File: src/rtl/core/tslf_pkg.sv
// ----------------------------------------------------------------------------
// tslf_pkg: shared types and constants of the text stream line filter
// Byte codes, register indexes, the command passed from front to back and
// the BCD line counter helpers.
// ----------------------------------------------------------------------------
package tslf_pkg;

	// line number field
	localparam int NUMBER_DIGITS = 6;
	localparam int COUNT_W       = 4 * NUMBER_DIGITS;
	localparam int DIG_W         = (NUMBER_DIGITS > 1) ? $clog2(NUMBER_DIGITS) : 1;
	// positions within one burst: digits, tab, first byte, second byte
	localparam int POS_W         = $clog2(NUMBER_DIGITS + 3);

	// command queue
	localparam int FIFO_DEPTH = 4;
	localparam int FIFO_AW    = $clog2(FIFO_DEPTH);

	// configuration port
	localparam int CFG_IDX_W  = 3;
	localparam int CFG_DATA_W = 2;

	typedef enum logic [CFG_IDX_W-1:0] {
		REG_NUMBER_MODE      = 3'd0,
		REG_SQUEEZE_BLANK    = 3'd1,
		REG_SHOW_NONPRINTING = 3'd2,
		REG_SHOW_ENDS        = 3'd3,
		REG_SHOW_TABS        = 3'd4
	} cfg_reg_e;

	// byte codes
	localparam logic [7:0] CH_TAB    = 8'h09;
	localparam logic [7:0] CH_NL     = 8'h0A;
	localparam logic [7:0] CH_SPACE  = 8'h20;
	localparam logic [7:0] CH_DOLLAR = 8'h24;
	localparam logic [7:0] CH_ZERO   = 8'h30;
	localparam logic [7:0] CH_QMARK  = 8'h3F;
	localparam logic [7:0] CH_I      = 8'h49;
	localparam logic [7:0] CH_CARET  = 8'h5E;
	localparam logic [7:0] CH_DEL    = 8'h7F;
	localparam logic [7:0] CTRL_MAX  = 8'h1F;
	localparam logic [7:0] CTRL_FLIP = 8'h40;

	// one classified input beat, ready to be expanded into output beats
	typedef struct packed {
		logic               has_prefix;
		logic               two_bytes;
		logic [7:0]         byte0;
		logic [7:0]         byte1;
		logic [COUNT_W-1:0] count;
	} cmd_t;

	function automatic logic [COUNT_W-1:0] all_nines();
		logic [COUNT_W-1:0] v;
		v = '0;
		for (int i = 0; i < NUMBER_DIGITS; i++) begin
			v[4*i +: 4] = 4'd9;
		end
		return v;
	endfunction

	// saturating BCD increment
	function automatic logic [COUNT_W-1:0] bcd_inc(input logic [COUNT_W-1:0] cnt);
		logic [COUNT_W-1:0] v;
		logic               carry;
		logic [3:0]         d;
		v     = cnt;
		carry = 1'b1;
		if (cnt != all_nines()) begin
			for (int i = 0; i < NUMBER_DIGITS; i++) begin
				d = cnt[4*i +: 4];
				if (carry) begin
					if (d >= 4'd9) begin
						v[4*i +: 4] = 4'd0;
					end else begin
						v[4*i +: 4] = d + 4'd1;
						carry       = 1'b0;
					end
				end
			end
		end
		return v;
	endfunction

endpackage

File: src/rtl/core/tslf_front.sv
// ----------------------------------------------------------------------------
// tslf_front: input classifier
// Holds the mode registers and the line state, takes one input beat per cycle
// while q_full is low and turns it into a command for the output sequencer.
// ----------------------------------------------------------------------------
module tslf_front import tslf_pkg::*; (
	input  logic                  clk,
	input  logic                  arst_n,
	input  logic                  cfg_we,
	input  logic [CFG_IDX_W-1:0]  cfg_index,
	input  logic [CFG_DATA_W-1:0] cfg_wdata,
	input  logic                  in_valid,
	input  logic [7:0]            in_byte,
	input  logic                  in_file_start,
	input  logic                  q_full,
	output logic                  in_ready,
	output logic                  push,
	output cmd_t                  push_cmd
);

	logic [1:0]         number_mode_q;
	logic               squeeze_blank_q;
	logic               show_nonprinting_q;
	logic               show_ends_q;
	logic               show_tabs_q;

	logic               after_nl_q;
	logic               blank_seen_q;
	logic [COUNT_W-1:0] count_q;

	logic               accept;
	logic               nl;
	logic               an_eff;
	logic               bs_eff;
	logic [COUNT_W-1:0] cnt_eff;
	logic               bs_next;
	logic [COUNT_W-1:0] cnt_next;
	logic               drop;
	cmd_t               cmd;

	assign in_ready = !q_full;
	assign accept   = in_valid && in_ready;

	// mode registers
	always_ff @(posedge clk or negedge arst_n) begin
		if (!arst_n) begin
			number_mode_q      <= '0;
			squeeze_blank_q    <= 1'b0;
			show_nonprinting_q <= 1'b0;
			show_ends_q        <= 1'b0;
			show_tabs_q        <= 1'b0;
		end else if (cfg_we) begin
			unique case (cfg_index)
				REG_NUMBER_MODE:      number_mode_q      <= cfg_wdata[1:0];
				REG_SQUEEZE_BLANK:    squeeze_blank_q    <= cfg_wdata[0];
				REG_SHOW_NONPRINTING: show_nonprinting_q <= cfg_wdata[0];
				REG_SHOW_ENDS:        show_ends_q        <= cfg_wdata[0];
				REG_SHOW_TABS:        show_tabs_q        <= cfg_wdata[0];
				default: ;
			endcase
		end
	end

	// classify the incoming byte
	always_comb begin
		nl       = (in_byte == CH_NL);
		an_eff   = in_file_start ? 1'b1 : after_nl_q;
		bs_eff   = in_file_start ? 1'b0 : blank_seen_q;
		cnt_eff  = in_file_start ? '0 : count_q;
		bs_next  = bs_eff;
		cnt_next = cnt_eff;
		drop     = 1'b0;

		cmd            = '0;
		cmd.byte0      = in_byte;
		cmd.byte1      = in_byte;
		cmd.count      = cnt_eff;

		if (number_mode_q != 2'd0) begin
			if (an_eff && (!number_mode_q[1] || !nl)) begin
				cnt_next       = bcd_inc(cnt_eff);
				cmd.has_prefix = 1'b1;
			end
			cmd.count = cnt_next;
		end else if (squeeze_blank_q) begin
			if (an_eff) begin
				if (nl) begin
					drop    = bs_eff;
					bs_next = 1'b1;
				end else begin
					bs_next = 1'b0;
				end
			end
		end else if (show_nonprinting_q) begin
			if (in_byte <= CTRL_MAX && !nl && in_byte != CH_TAB) begin
				cmd.two_bytes = 1'b1;
				cmd.byte0     = CH_CARET;
				cmd.byte1     = in_byte ^ CTRL_FLIP;
			end else if (in_byte == CH_TAB && show_tabs_q) begin
				cmd.two_bytes = 1'b1;
				cmd.byte0     = CH_CARET;
				cmd.byte1     = CH_I;
			end else if (nl && show_ends_q) begin
				cmd.two_bytes = 1'b1;
				cmd.byte0     = CH_DOLLAR;
				cmd.byte1     = CH_NL;
			end else if (in_byte == CH_DEL) begin
				cmd.two_bytes = 1'b1;
				cmd.byte0     = CH_CARET;
				cmd.byte1     = CH_QMARK;
			end
		end else begin
			if (nl && show_ends_q) begin
				cmd.two_bytes = 1'b1;
				cmd.byte0     = CH_DOLLAR;
				cmd.byte1     = CH_NL;
			end else if (in_byte == CH_TAB && show_tabs_q) begin
				cmd.two_bytes = 1'b1;
				cmd.byte0     = CH_CARET;
				cmd.byte1     = CH_I;
			end
		end
	end

	assign push     = accept && !drop;
	assign push_cmd = cmd;

	// line state
	always_ff @(posedge clk or negedge arst_n) begin
		if (!arst_n) begin
			after_nl_q   <= 1'b1;
			blank_seen_q <= 1'b0;
			count_q      <= '0;
		end else if (accept) begin
			after_nl_q   <= nl;
			blank_seen_q <= bs_next;
			count_q      <= cnt_next;
		end
	end

endmodule

File: src/rtl/core/tslf_cmd_fifo.sv
// ----------------------------------------------------------------------------
// tslf_cmd_fifo: command queue
// Short register queue between the classifier and the output sequencer.
// ----------------------------------------------------------------------------
module tslf_cmd_fifo import tslf_pkg::*; (
	input  logic clk,
	input  logic arst_n,
	input  logic push,
	input  cmd_t push_cmd,
	input  logic pop,
	output cmd_t head,
	output logic full,
	output logic empty
);

	cmd_t               mem_q [FIFO_DEPTH];
	logic [FIFO_AW-1:0] wr_ptr_q;
	logic [FIFO_AW-1:0] rd_ptr_q;
	logic [FIFO_AW:0]   count_q;

	assign full  = (count_q == (FIFO_AW+1)'(FIFO_DEPTH));
	assign empty = (count_q == '0);
	assign head  = mem_q[rd_ptr_q];

	// storage, no reset needed
	always_ff @(posedge clk) begin
		if (push) begin
			mem_q[wr_ptr_q] <= push_cmd;
		end
	end

	// pointers and fill level
	always_ff @(posedge clk or negedge arst_n) begin
		if (!arst_n) begin
			wr_ptr_q <= '0;
			rd_ptr_q <= '0;
			count_q  <= '0;
		end else begin
			if (push) begin
				wr_ptr_q <= wr_ptr_q + 1'b1;
			end
			if (pop) begin
				rd_ptr_q <= rd_ptr_q + 1'b1;
			end
			if (push && !pop) begin
				count_q <= count_q + 1'b1;
			end else if (pop && !push) begin
				count_q <= count_q - 1'b1;
			end
		end
	end

	// overflow and underflow checks
	assert property (@(posedge clk) disable iff (!arst_n) push |-> !full)
		else $error("cmd fifo push while full");
	assert property (@(posedge clk) disable iff (!arst_n) pop |-> !empty)
		else $error("cmd fifo pop while empty");
	assert property (@(posedge clk) disable iff (!arst_n)
		count_q <= (FIFO_AW+1)'(FIFO_DEPTH))
		else $error("cmd fifo level out of range");
	assert property (@(posedge clk) disable iff (!arst_n)
		(push && !pop) |=> (count_q == $past(count_q) + 1'b1))
		else $error("cmd fifo level did not follow push");

endmodule

File: src/rtl/core/tslf_back.sv
// ----------------------------------------------------------------------------
// tslf_back: output sequencer
// Expands the command at the queue head into output beats, one per cycle
// while the receiver is ready, through a registered output stage.
// ----------------------------------------------------------------------------
module tslf_back import tslf_pkg::*; (
	input  logic       clk,
	input  logic       arst_n,
	input  cmd_t       head,
	input  logic       empty,
	output logic       pop,
	input  logic       out_ready,
	output logic       out_valid,
	output logic [7:0] out_byte,
	output logic       out_last
);

	localparam logic [POS_W-1:0] POS_TAB   = POS_W'(NUMBER_DIGITS);
	localparam logic [POS_W-1:0] POS_BYTE0 = POS_W'(NUMBER_DIGITS + 1);
	localparam logic [POS_W-1:0] POS_BYTE1 = POS_W'(NUMBER_DIGITS + 2);

	logic [POS_W-1:0]         pos_q;
	logic                     out_valid_q;
	logic [7:0]               out_byte_q;
	logic                     out_last_q;

	logic [POS_W-1:0]         pos_eff;
	logic [DIG_W-1:0]         dig_idx;
	logic [3:0]               digit;
	logic [NUMBER_DIGITS-1:0] nz_above;
	logic                     load;
	logic                     is_last;
	logic [7:0]               cur_byte;

	// digits at or above each place that are nonzero
	always_comb begin
		nz_above[NUMBER_DIGITS-1] = (head.count[4*(NUMBER_DIGITS-1) +: 4] != 4'd0);
		for (int i = NUMBER_DIGITS - 2; i >= 0; i--) begin
			nz_above[i] = nz_above[i+1] || (head.count[4*i +: 4] != 4'd0);
		end
	end

	// select the byte at the current position
	always_comb begin
		pos_eff  = head.has_prefix ? pos_q : pos_q + POS_BYTE0;
		dig_idx  = DIG_W'(NUMBER_DIGITS - 1) - DIG_W'(pos_eff);
		digit    = head.count[4*dig_idx +: 4];
		is_last  = head.two_bytes ? (pos_eff == POS_BYTE1) : (pos_eff == POS_BYTE0);
		if (pos_eff < POS_TAB) begin
			if (!nz_above[dig_idx] && dig_idx != '0) begin
				cur_byte = CH_SPACE;
			end else begin
				cur_byte = CH_ZERO | {4'd0, digit};
			end
		end else if (pos_eff == POS_TAB) begin
			cur_byte = CH_TAB;
		end else if (pos_eff == POS_BYTE0) begin
			cur_byte = head.byte0;
		end else begin
			cur_byte = head.byte1;
		end
	end

	assign load = !out_valid_q || out_ready;
	assign pop  = load && !empty && is_last;

	// output stage and burst position
	always_ff @(posedge clk or negedge arst_n) begin
		if (!arst_n) begin
			out_valid_q <= 1'b0;
			pos_q       <= '0;
		end else if (load) begin
			out_valid_q <= !empty;
			if (!empty) begin
				pos_q <= is_last ? '0 : pos_q + 1'b1;
			end
		end
	end

	always_ff @(posedge clk) begin
		if (load && !empty) begin
			out_byte_q <= cur_byte;
			out_last_q <= is_last;
		end
	end

	assign out_valid = out_valid_q;
	assign out_byte  = out_byte_q;
	assign out_last  = out_last_q;

endmodule

File: src/rtl/core/text_stream_line_filter_unit.sv
// ----------------------------------------------------------------------------
// text_stream_line_filter_unit: cat-style byte stream filter
// Line numbering, blank line squeezing and caret notation on a byte stream.
// ----------------------------------------------------------------------------
// Usage:
//   s_axis carries one text byte per beat in tdata and the start-of-file flag
//   in tuser. m_axis returns the transformed bytes, one per beat; tlast marks
//   the final output byte caused by an input byte. A byte dropped by squeeze
//   mode gives no output beat at all.
//   The mode registers are written through cfg_we/cfg_index/cfg_wdata while
//   the stream is idle.
//   The first output byte of an input is written into the queue when the
//   input beat is accepted, then loaded into the output register, where it
//   is held until the receiver takes it.
//   Throughput: one output beat per cycle from the output sequencer while the
//   receiver is ready; an input byte gives one beat per output byte (up to
//   eight with a line number prefix), so plain bytes flow at one per cycle.
//   When the receiver stalls, the output register holds and the four-entry
//   command queue fills; s_axis_tready drops once it is full.
//   Reset clears the modes, sets the line-start state, zeroes the count and
//   empties the queue.
// ----------------------------------------------------------------------------
module text_stream_line_filter_unit import tslf_pkg::*; (
	input  logic                  clk,
	input  logic                  arst_n,
	// configuration write port
	input  logic                  cfg_we,
	input  logic [CFG_IDX_W-1:0]  cfg_index,
	input  logic [CFG_DATA_W-1:0] cfg_wdata,
	// input stream
	input  logic                  s_axis_tvalid,
	output logic                  s_axis_tready,
	input  logic [7:0]            s_axis_tdata,  // [7:0] data_byte
	input  logic [0:0]            s_axis_tuser,  // [0] file_start
	// output stream
	output logic                  m_axis_tvalid,
	input  logic                  m_axis_tready,
	output logic [7:0]            m_axis_tdata,  // [7:0] out_byte
	output logic                  m_axis_tlast   // last_of_run
);

	logic push;
	cmd_t push_cmd;
	logic pop;
	cmd_t head;
	logic full;
	logic empty;

	// classifier
	tslf_front u_front (
		.clk           (clk),
		.arst_n        (arst_n),
		.cfg_we        (cfg_we),
		.cfg_index     (cfg_index),
		.cfg_wdata     (cfg_wdata),
		.in_valid      (s_axis_tvalid),
		.in_byte       (s_axis_tdata),
		.in_file_start (s_axis_tuser[0]),
		.q_full        (full),
		.in_ready      (s_axis_tready),
		.push          (push),
		.push_cmd      (push_cmd)
	);

	// command queue
	tslf_cmd_fifo u_fifo (
		.clk      (clk),
		.arst_n   (arst_n),
		.push     (push),
		.push_cmd (push_cmd),
		.pop      (pop),
		.head     (head),
		.full     (full),
		.empty    (empty)
	);

	// output sequencer
	tslf_back u_back (
		.clk       (clk),
		.arst_n    (arst_n),
		.head      (head),
		.empty     (empty),
		.pop       (pop),
		.out_ready (m_axis_tready),
		.out_valid (m_axis_tvalid),
		.out_byte  (m_axis_tdata),
		.out_last  (m_axis_tlast)
	);

endmodule

File: config.mk
export PLATFORM = sky130hd
export DESIGN_NAME = text_stream_line_filter_unit
export DESIGN_NICKNAME = d
export VERILOG_FILES = /design/src/rtl/core/tslf_pkg.sv /design/src/rtl/core/tslf_front.sv /design/src/rtl/core/tslf_cmd_fifo.sv /design/src/rtl/core/tslf_back.sv /design/src/rtl/core/text_stream_line_filter_unit.sv
export SDC_FILE = /design/constraint.sdc
export NUM_CORES = 1
export LEC_CHECK = 0
export BUFFER_PORTS_ARGS = -buffer_cell sky130_fd_sc_hd__buf_2
export CAP_MARGIN = 20
export CORE_ASPECT_RATIO = 1.25
export CORE_MARGIN = 4
export CORE_UTILIZATION = 35
export DETAILED_ROUTE_END_ITERATION = 7
export PLACE_DENSITY = 0.6
export RECOVER_POWER = 50
export SLEW_MARGIN = 20
export SYNTH_ARGS = -nofsm -noshare
export SYNTH_HDL_FRONTEND = slang
export SYNTH_SLANG_ARGS = --single-unit
export TNS_END_PERCENT = 50
File: constraint.sdc
create_clock -name clk -period 4.01 [get_ports clk]
set_input_delay 0.401 -clock clk [delete_from_list [all_inputs] [get_ports clk]]
set_output_delay 0.401 -clock clk [all_outputs]
set_load 0.005 [all_outputs]
== After elaboration in Yosys (flattened, before gate mapping) ==
Memory sizes are Yosys's and may differ from the RTL's.
Cells that the tools add are included.
Storage, ports and cells
  register bits after elaboration: 53
  bits in writable memories: 168
  input bits: 19
  output and inout bits: 11
  word-level logic and storage cells: 172
  memories kept: 1
Memories
  u_fifo.mem_q: words 4, bits a word 42, read ports 1, clocked after memory_dff 0, write ports 1, RTL line tslf_cmd_fifo.sv:16  | cmd_t mem_q [FIFO_DEPTH];
Operators by class
  $add $sub $neg: 13
  order comparisons: 9
  eq/ne operators: 13
  shifts and indexed selects: 1
  multiplexer cells: 73
  bitwise gates (word level): 2
  reduce and logical (&&, ||, !) cells: 45
Operator list (count)
  2-to-1 mux 17 bit: 9
  2-to-1 mux 24 bit: 4
  2-to-1 mux 4 bit: 13
  2-to-1 mux 1 bit: 40
  adder 4 x 1 -> 4 bit, second input constant: 7
  greater-or-equal comparator 4 bit, second input constant: 6
  2-to-1 mux 8 bit: 3
  inequality test 24 bit, second input constant: 1
  nonzero test 4 bit: 6
  variable part select 24 x 6 -> 4 bit: 1
  equality test 8 x 4 -> 1 bit, second input constant: 2
  logical AND 1 bit: 12
  AND reduction 2 bit: 6
  zero test 1 bit: 9
  equality test 4 x 3 -> 1 bit, second input constant: 2
  equality test 8 x 7 -> 1 bit, second input constant: 1
  less-or-equal comparator 8 x 5 -> 1 bit, second input constant: 1
  inequality test 8 x 4 -> 1 bit, second input constant: 1
  logical OR 1 bit: 7
  equality test 3 x 2 -> 1 bit, second input constant: 2
  equality test 3 bit, second input constant: 2
  zero test 3 bit: 2
  2-to-1 mux 3 bit: 2
  2-to-1 mux 5 bit: 1
  other kinds (13): 16

== Longest topological paths before layout ==
Gate-level depths: netlist (run 1).
  depth in word-level cells: 26
  gate-level depth with buffers: 17
  mapped depth without buffers: 14

== Hierarchy ==
Synthesis (run 1) repeated with hierarchy kept, for this count alone.
Second synthesis, totals
  cells, all modules: 736
  area, all modules: 10587.7 sq um
Modules (own cells, without submodules)
  tslf_cmd_fifo: times used 1, cells an instance 254, area each 6512.5 sq um
  tslf_front: times used 1, cells an instance 342, area each 2727.6 sq um
  tslf_back: times used 1, cells an instance 140, area each 1347.5 sq um

== Worst setup path after synthesis (run 1) ==
OpenSTA, ideal clock, no wires.
  kind: register -> register
  start: reg u_back.pos_q[0]
  end: reg u_back.out_byte_q[3], in the netlist u_back.out_byte[3], data pin
  setup time: 0.284 ns
  arrival: 3.582 ns
  required time: 3.726 ns
  slack: 0.144 ns
  stages on the path, launching flop included: 16
  path buffers: 5
  cell sequence: dfrtp_1 -> clkbuf_1 -> clkbuf_1 -> clkinv_1 -> ha_1 -> clkbuf_1 -> inv_1 -> clkbuf_1 -> nor2_1 -> nor2_1 -> ha_1 -> buf_1 -> o221ai_1 -> o22a_1 -> nor2_1 -> a31oi_1
Between the ends
  cells in the longest elaborated chain, start to end: 9
  elaborated cells on any way between the ends: 16
Ends and longest elaborated chain
  start, declared: RTL line tslf_back.sv:22  | logic [POS_W-1:0] pos_q;
  start signal, assigned: RTL line tslf_back.sv:75  | pos_q <= is_last ? '0 : pos_q + 1'b1;
  adder 4 x 3 -> 4 bit: RTL line tslf_back.sv:45  | pos_eff = head.has_prefix ? pos_q : pos_q + POS_BYTE0;
  2-to-1 mux 4 bit *: RTL line tslf_back.sv:45
  parallel branches: the longest is 6 deep, another holds subtractor 3 bit
  2-to-1 mux 8 bit *: RTL line tslf_back.sv:49  | if (pos_eff < POS_TAB) begin
  net u_back.cur_byte[3]: RTL line tslf_back.sv:33  | logic [7:0] cur_byte;
  end signal, assigned: RTL line tslf_back.sv:82  | out_byte_q <= cur_byte;
  end, declared: RTL line tslf_back.sv:24  | logic [7:0] out_byte_q;
Mark *: on every way through the listed nets, which the timed path passes. The select of a mux whose other input is x is not followed.
A chain may end at the register's enable or synchronous reset.

== Worst setup path in the final report (run 1) ==
  start: reg u_back.pos_q[1]
  end: reg u_fifo.count_q[1]
Between the ends
  cells in the longest elaborated chain, start to end: 8
  elaborated cells on any way between the ends: 11
Ends and longest elaborated chain
  adder 4 x 3 -> 4 bit: RTL line tslf_back.sv:45
  2-to-1 mux 4 bit *: RTL line tslf_back.sv:45
  equality test 4 x 3 -> 1 bit or equality test 4 bit (tied branches): RTL line tslf_back.sv:48  | is_last = head.two_bytes ? (pos_eff == POS_BYTE1) : (pos_eff == POS_BYTE0);
  2-to-1 mux 1 bit *: RTL line tslf_back.sv:48
  net u_back.is_last: RTL line tslf_back.sv:32  | logic is_last;
  logical AND 1 bit *: RTL line tslf_back.sv:65  | assign pop = load && !empty && is_last;
  zero test 1 bit: RTL line tslf_cmd_fifo.sv:45  | if (push && !pop) begin
  logical AND 1 bit: RTL line tslf_cmd_fifo.sv:45
  2-to-1 mux 3 bit or nonzero test 2 bit (tied branches)
  end signal, assigned: RTL line tslf_cmd_fifo.sv:46  | count_q <= count_q + 1'b1;
  end signal, assigned: RTL line tslf_cmd_fifo.sv:48  | count_q <= count_q - 1'b1;
  end, declared: RTL line tslf_cmd_fifo.sv:19  | logic [FIFO_AW:0] count_q;
Mark *: on every way through the listed nets, which the timed path passes. The rest lies on a longest branch.

==> flow_summary.json, run 1 <==
{
  "worst-r2r-cell-count": 11,
  "slew_headroom_pct": -0.927,
  "die_y_um": 203,
  "avgSynthCellArea_um2": 13.6,
  "layout.nets": 864,
  "synth_nets": 830,
  "status": "finished, violations left",
  "synth_warnings": 0,
  "synth_cells": 784,
  "worstReg2RegStart": "u_back.pos_q[1]$_DFFE_PN0P_",
  "powerDensity_nw_per_um2": 692,
  "detail-route-antenna-nets": 0,
  "maxCapViolCount": 1,
  "cts.htree.levels": 1,
  "ys_seq_elements": 221,
  "maxSlewViolCount": 26,
  "p_leak_uw": 0.00432,
  "hold_viol": 0,
  "rrSetupSlack_ns": 0.54,
  "rsz0062_at_grt": "no",
  "multiInputGateArea_um2": 3930,
  "top_usage_layer": "met2",
  "num_io_pins": 30,
  "clkTransAtPathRegs_ns": 0.06,
  "die-area_um2": 33300,
  "cp.required_ns": 4.40,
  "dpl.hpwl_um": 15000,
  "drive_above_1_share_pct": 16.9,
  "fin_crit_sh_pct": 86.5,
  "die-width_um": 164,
  "violations": "capacitance limit, slew limit",
  "grt_pass1_wl_um": 36700,
  "rows": 71,
  "clk_latency_ns": 0.50,
  "synth_common_cells": "177 x edfxtp_1, 86 x nand2_1, 49 x mux4_2, 44 x nor2_1, 43 x dfrtp_1",
  "setup_ws_ns": 0.543,
  "grt_util_met3_pct": 1.77,
  "vdd_ir_drop_max_mv": 0.405,
  "post_drt_wl_per_cell_um": 18.3,
  "post_cts_buffers": 0,
  "worstSetupPathType": "reg2reg",
  "fmax_mhz": 288,
  "drtIter0Drc": 520,
  "area_delta_synth_final_pct": 12.7,
  "overflow": 0,
  "tns_ns": 0,
  "core_area_um2": 30000,
  "grt_pass1_vias": 6607,
  "root_buffer": "clkbuf_16",
  "fillers": 2850,
  "netlist.area_leader.share_pct": 49.9,
  "post-synth-top-count-cell": "edfxtp_1",
  "cts_buffer_depth": 3,
  "cts_tree": "done",
  "yosysUniqueCellTypes": 72,
  "finalSetupViolCount": 0,
  "antenna_found_initial": 1,
  "vias_per_cell": 5.31,
  "vias": 6564,
  "crit_start": "u_back.pos_q[1]$_DFFE_PN0P_",
  "synth_area_leaders": "edfxtp_1 50%, mux4_2 10%, dfrtp_1 10%",
  "post-route-min-period_ns": 3.47,
  "syn_area_um2": 10600,
  "ys.flop_type": "edfxtp_1",
  "crit-reg2reg-capture": "u_fifo.count_q[1]$_DFFE_PN0P_",
  "first_pass_iters": 4,
  "worst-path-max-fanout": 11,
  "critPathCapture": "u_fifo.count_q[1]$_DFFE_PN0P_",
  "clock_sinks": 221,
  "start_util_pct": 35.4,
  "netlist.top_cell.by_area": "edfxtp_1",
  "final-seq-area_um2": 6420,
  "drc": 0,
  "synth_edf_count": 177,
  "met2_usage_pct": 23.1,
  "end_kind": "register",
  "grt_usage_pct": 13.8,
  "worst_pin_slew_ns": 1.51,
  "critPathLaunchType": "register",
  "synth-seq-area-share_pct": 60.3,
  "holdWs_ns": 0.143,
  "synth_async_sr_flop_share_pct": 19.9,
  "cts-buffers-inserted": 22,
  "gp_congestion": 0.823,
  "hold_depth": 2,
  "grt_util_met1_pct": 18.7,
  "min_path_type": "in2reg",
  "grt_max_degree": 50,
  "place_ws_ns": 0.555,
  "io_buffers": 29,
  "finalClockSkew_ns": 0.00684,
  "crit_arrival_ns": 3.86,
  "wirelength_um": 22700
}
where the power goes:
group | switching (µW) | internal, µW
Clock | 843 | 1250
Sequential | 165 | 3010
Combinational | 1780 | 1250
through the flow:
stage	total power, µW	utilization [%]	cell area, µm²	std cells
finish	8300	40.0	12000	1236
global route	8810	39.9	12000	1235
global placement	6280	37.6	11300	1194
CTS	8430	40.1	12000	1235
detailed placement	6310	37.6	11300	1194
floorplan	5430	-	10600	784
repair_timing:
action	CTS	global route
hold buffers	1	0
gates resized for setup	0	0
endpoints found under the hold margin	24	0
how the worst min path moves through the flow:
| stage | end | from |
|---|---|---|
| after floorplan | u_back.out_valid$_DFFE_PN0N_ | arst_n |
| after global placement | u_front.count_q[20]$_DFFE_PN0P_ | arst_n |
| after detailed placement | u_front.count_q[15]$_DFFE_PN0P_ | arst_n |
| after CTS | u_front.number_mode_q[1]$_DFFE_PN0P_ | cfg_wdata[1] |
| after global routing | u_front.number_mode_q[1]$_DFFE_PN0P_ | cfg_wdata[1] |
| final | u_front.number_mode_q[1]$_DFFE_PN0P_ | cfg_wdata[1] |
layout make-up:
class | count | share of cell area (%)
sequential | 221 | 53.5
antenna | 1 | 0.0209
clock inverter | 12 | 1.23
tap | 401 | 4.18
timing repair buffer | 53 | 2.37
clock buffer | 28 | 4.95
inverter | 32 | 1.00
multi-input combinational | 488 | 32.7
flip-flops by register name (all words and copies together) (netlist names):
register	cells
u_front.squeeze_blank_q	1
u_front.after_nl_q	1
u_fifo.count_q	3
u_front.number_mode_q	2
u_back.pos_q	4
u_fifo.mem_q	168
u_fifo.rd_ptr_q	2
u_back.out_last	1
u_front.blank_seen_q	1
u_front.show_tabs_q	1
u_back.out_valid	1
u_front.show_ends_q	1
u_front.show_nonprinting_q	1
u_back.out_byte	8
u_front.count_q	24
u_fifo.wr_ptr_q	2
critical path, cell delays in order, from the launching register on:
cell      delay, ns
dfrtp_1        0.54
clkinv_1       0.27
ha_1           0.35
or4_4          0.53
a32oi_4        0.26
nor2_2         0.08
a21oi_4        0.24
nand2_2        0.13
ha_1           0.22
inv_1          0.07
fa_1           0.40
mux2_2         0.26
layer usage:
layer / routed length [µm] / vias up
met5: 0 / -
li1: - / 3104
met1: 10000 / 3310
met3: 785 / 36
met4: 648 / 0
met2: 11200 / 114
placed cells by master, fill, tap and decap left out, types with 7 or more instances in the layout:
master / netlist / final
o21ai_0: 42 / 42
xnor2_1: 8 / 8
buf_2: 6 / 12
a221oi_1: 8 / 8
buf_4: 0 / 16
nor2_1: 44 / 44
nor3_1: 7 / 7
clkbuf_16: 0 / 23
mux2_2: 9 / 9
mux4_2: 49 / 49
nand2_1: 86 / 86
clkbuf_1: 34 / 26
mux2i_1: 11 / 11
nor4_1: 9 / 9
ha_1: 26 / 26
inv_1: 29 / 29
a21oi_1: 17 / 17
dfrtp_1: 43 / 41
edfxtp_1: 177 / 177
nand3_1: 20 / 20
o22ai_1: 10 / 10
a21o_1: 12 / 12
a31oi_1: 10 / 10
nand2b_1: 8 / 8
logic make-up (layout without fill, tap and decap cells):
| logic type | count (synthesis) | in the layout | share of synthesized area (%) |
|---|---|---|---|
| and+or+nand+nor | 232 | 232 | 10.6 |
| muxes | 69 | 69 | 12.4 |
| xor gates and xnor gates | 10 | 10 | 0.823 |
| other | 0 | 1 | 0 |
| DFF | 221 | 221 | 60.3 |
| AOI/OAI and AO/OA | 150 | 150 | 9.87 |
| buffers and inverters | 75 | 125 | 2.79 |
| adders and majority gates | 27 | 27 | 3.25 |
(Power assumes the default switching activity.)
==> run 2, diff against run 1 <==
==> constraint.sdc (replaced) <==
create_clock -name clk -period 4.01 [get_ports clk]
set_input_delay 0.401 -clock clk [delete_from_list [all_inputs] [get_ports clk]]
set_output_delay 0.401 -clock clk [all_outputs]
set_load 0.02 [all_outputs]
==> run 2 against run 1 <==
Effect of this change: the run still ends with capacitance limit, slew limit left; combinational power rose by 2%; maximum frequency did not move; worst hold slack barely moved; routed wire length barely moved; clock-buffer cell count did not move; utilization barely moved; global-route usage did not move; critical path depth did not move; flip-flop and latch count did not move; clock power barely moved; sequential share of layout area barely moved; non-clock buffer count did not move; largest cell class unchanged; highest routed layer unchanged.
==> flow_summary.json, run 2 (synthesis gave the netlist of run 1 again) <==
{
  "status": "finished, violations left",
  "violations": "capacitance limit, slew limit",
  "vias": 6565,
  "io_buffers": 29,
  "start_util_pct": 35.4,
  "grt_pass1_wl_um": 36700,
  "layout_commonest_cell": "edfxtp_1",
  "routed-wl-met2_um": 11200,
  "crit_slowest_cell": "dfrtp_1",
  "vdd_ir_drop_max_mv": 0.406,
  "dpl.hpwl_um": 15000,
  "cts-buffers-inserted": 22,
  "rows": 71,
  "largest_reg_flops": 168,
  "fin_crit_sh_pct": 86.5,
  "post_drt_wl_per_cell_um": 18.3,
  "min_path_type": "in2reg",
  "tns_ns": 0,
  "slowest_delay_ns": 0.54,
  "vias_per_cell": 5.31,
  "wirelength_um": 22700,
  "clkTransAtPathRegs_ns": 0.06,
  "grt_pass1_vias": 6607,
  "crit_top_cell": "ha_1",
  "num_io_pins": 30,
  "drc": 0,
  "finalClockSkew_ns": 0.00685,
  "powerDensity_nw_per_um2": 697,
  "worst-path-max-fanout": 11,
  "wl_met1_um": 10000,
  "worstSetupPathType": "reg2reg",
  "end_kind": "register",
  "post_cts_buffers": 0,
  "top_layer": "met4",
  "met3_length_um": 786,
  "detail-route-antenna-nets": 0,
  "layout.nets": 864,
  "crit_arrival_ns": 3.86,
  "clock_sinks": 221,
  "gp_congestion": 0.823,
  "area_delta_synth_final_pct": 12.7,
  "grt_usage_pct": 13.8,
  "post-route-min-period_ns": 3.47,
  "die-width_um": 164,
  "crit_chain": "clkinv_1 -> ha_1 -> or4_4 -> a32oi_4 -> nor2_2 -> a21oi_4 -> nand2_2 -> ha_1 -> inv_1 -> fa_1 -> mux2_2",
  "maxCapViolCount": 1,
  "grt_max_degree": 50,
  "fmax_mhz": 288,
  "hold_viol": 0,
  "worst_pin_slew_ns": 1.51,
  "slew_headroom_pct": -0.927,
  "rsz0062_at_grt": "no",
  "postCtsHoldBufs": 1,
  "fillers": 2849,
  "overflow": 0,
  "cts_tree": "done",
  "drtIter0Drc": 520,
  "holdWs_ns": 0.143,
  "cts_resized": 0,
  "cts.htree.levels": 1,
  "die_y_um": 203,
  "maxSlewViolCount": 26,
  "drive_above_1_share_pct": 16.7,
  "p_leak_uw": 0.00432,
  "root_buffer": "clkbuf_16",
  "regMostFlops": "u_fifo.mem_q",
  "core_area_um2": 30000,
  "critPathLaunchType": "register",
  "final_cell_mix": "177 x edfxtp_1, 86 x nand2_1, 49 x mux4_2, 44 x nor2_1, 42 x o21ai_0",
  "cp.required_ns": 4.40,
  "cts_buffer_depth": 3,
  "antenna_found_initial": 1,
  "die-area_um2": 33300,
  "finalSetupViolCount": 0,
  "first_pass_iters": 4,
  "clk_latency_ns": 0.50
}
[run 2: final timing paths]
| path | start | endpoint | slack (ns) | cells past startpoint |
|---|---|---|---|---|
| worst max-delay path | u_back.pos_q[1]$_DFFE_PN0P_ | u_fifo.count_q[1]$_DFFE_PN0P_ | 0.54 | 11 |
| worst min-delay path | cfg_wdata[1] | u_front.number_mode_q[1]$_DFFE_PN0P_ | 0.14 | 2 |
| worst max register to register | u_back.pos_q[1]$_DFFE_PN0P_ | u_fifo.count_q[1]$_DFFE_PN0P_ | 0.54 | 11 |
| worst min register to register | u_front.count_q[13]$_DFFE_PN0P_ | u_front.count_q[13]$_DFFE_PN0P_ | 0.47 | 2 |
| max in group asynchronous | arst_n | u_fifo.rd_ptr_q[1]$_DFFE_PN0P_ | 1.34 | 3 |
| min in group asynchronous | arst_n | u_front.count_q[14]$_DFFE_PN0P_ | 0.80 | 2 |
[run 2: where the power goes]
group | internal, µW | leakage, µW | switching, µW
logic | 1240 | 0.00168 | 1850
clock network | 1250 | 0.000362 | 843
registers | 3010 | 0.00227 | 166
[run 2: cell type report]
type / count / area, µm² / share of cell area (%)
inverters: 32 / 120 / 1.00
multi-input cells: 488 / 3930 / 32.7
repair buffers: 53 / 282 / 2.35
flip-flops and latches: 221 / 6420 / 53.5
diodes: 1 / 2.50 / 0.0209
well taps: 401 / 502 / 4.18
clock inverters: 12 / 148 / 1.23
clock buffers: 28 / 594 / 4.95
[run 2: metal layers]
| layer | GRT usage, % | vias to the layer above |
|---|---|---|
| li1 | - | 3104 |
| met1 | 18.7 | 3311 |
| met2 | 23.1 | 114 |
| met3 | 1.77 | 36 |
| met4 | 4.88 | 0 |
| met5 | 0 | - |
[run 2: stage by stage]
step | util (%) | cell area, µm² | total power (µW) | instances | setup WS, ns
6_report | 39.9 | 12000 | 8360 | 1236 | 0.543
5_1_grt | 39.9 | 12000 | 8870 | 1235 | 0.313
4_1_cts | 40.1 | 12000 | 8490 | 1235 | 0.527
3_5_place_dp | 37.6 | 11300 | 6370 | 1194 | 0.555
3_3_place_gp | 37.6 | 11300 | 6350 | 1194 | 0.619
2_1_floorplan | - | 10600 | 5500 | 784 | 0.144
[run 2: worst max-delay path: cells and delay by family (launching register included)]
kind	cells	cell delay, ns
adder cells (fa/ha/maj)	3	0.97
AND/OR/NAND/NOR	3	0.74
flip-flops	1	0.54
AO/OA/AOI/OAI	2	0.50
buffers and inverters	2	0.34
multiplexers	1	0.26
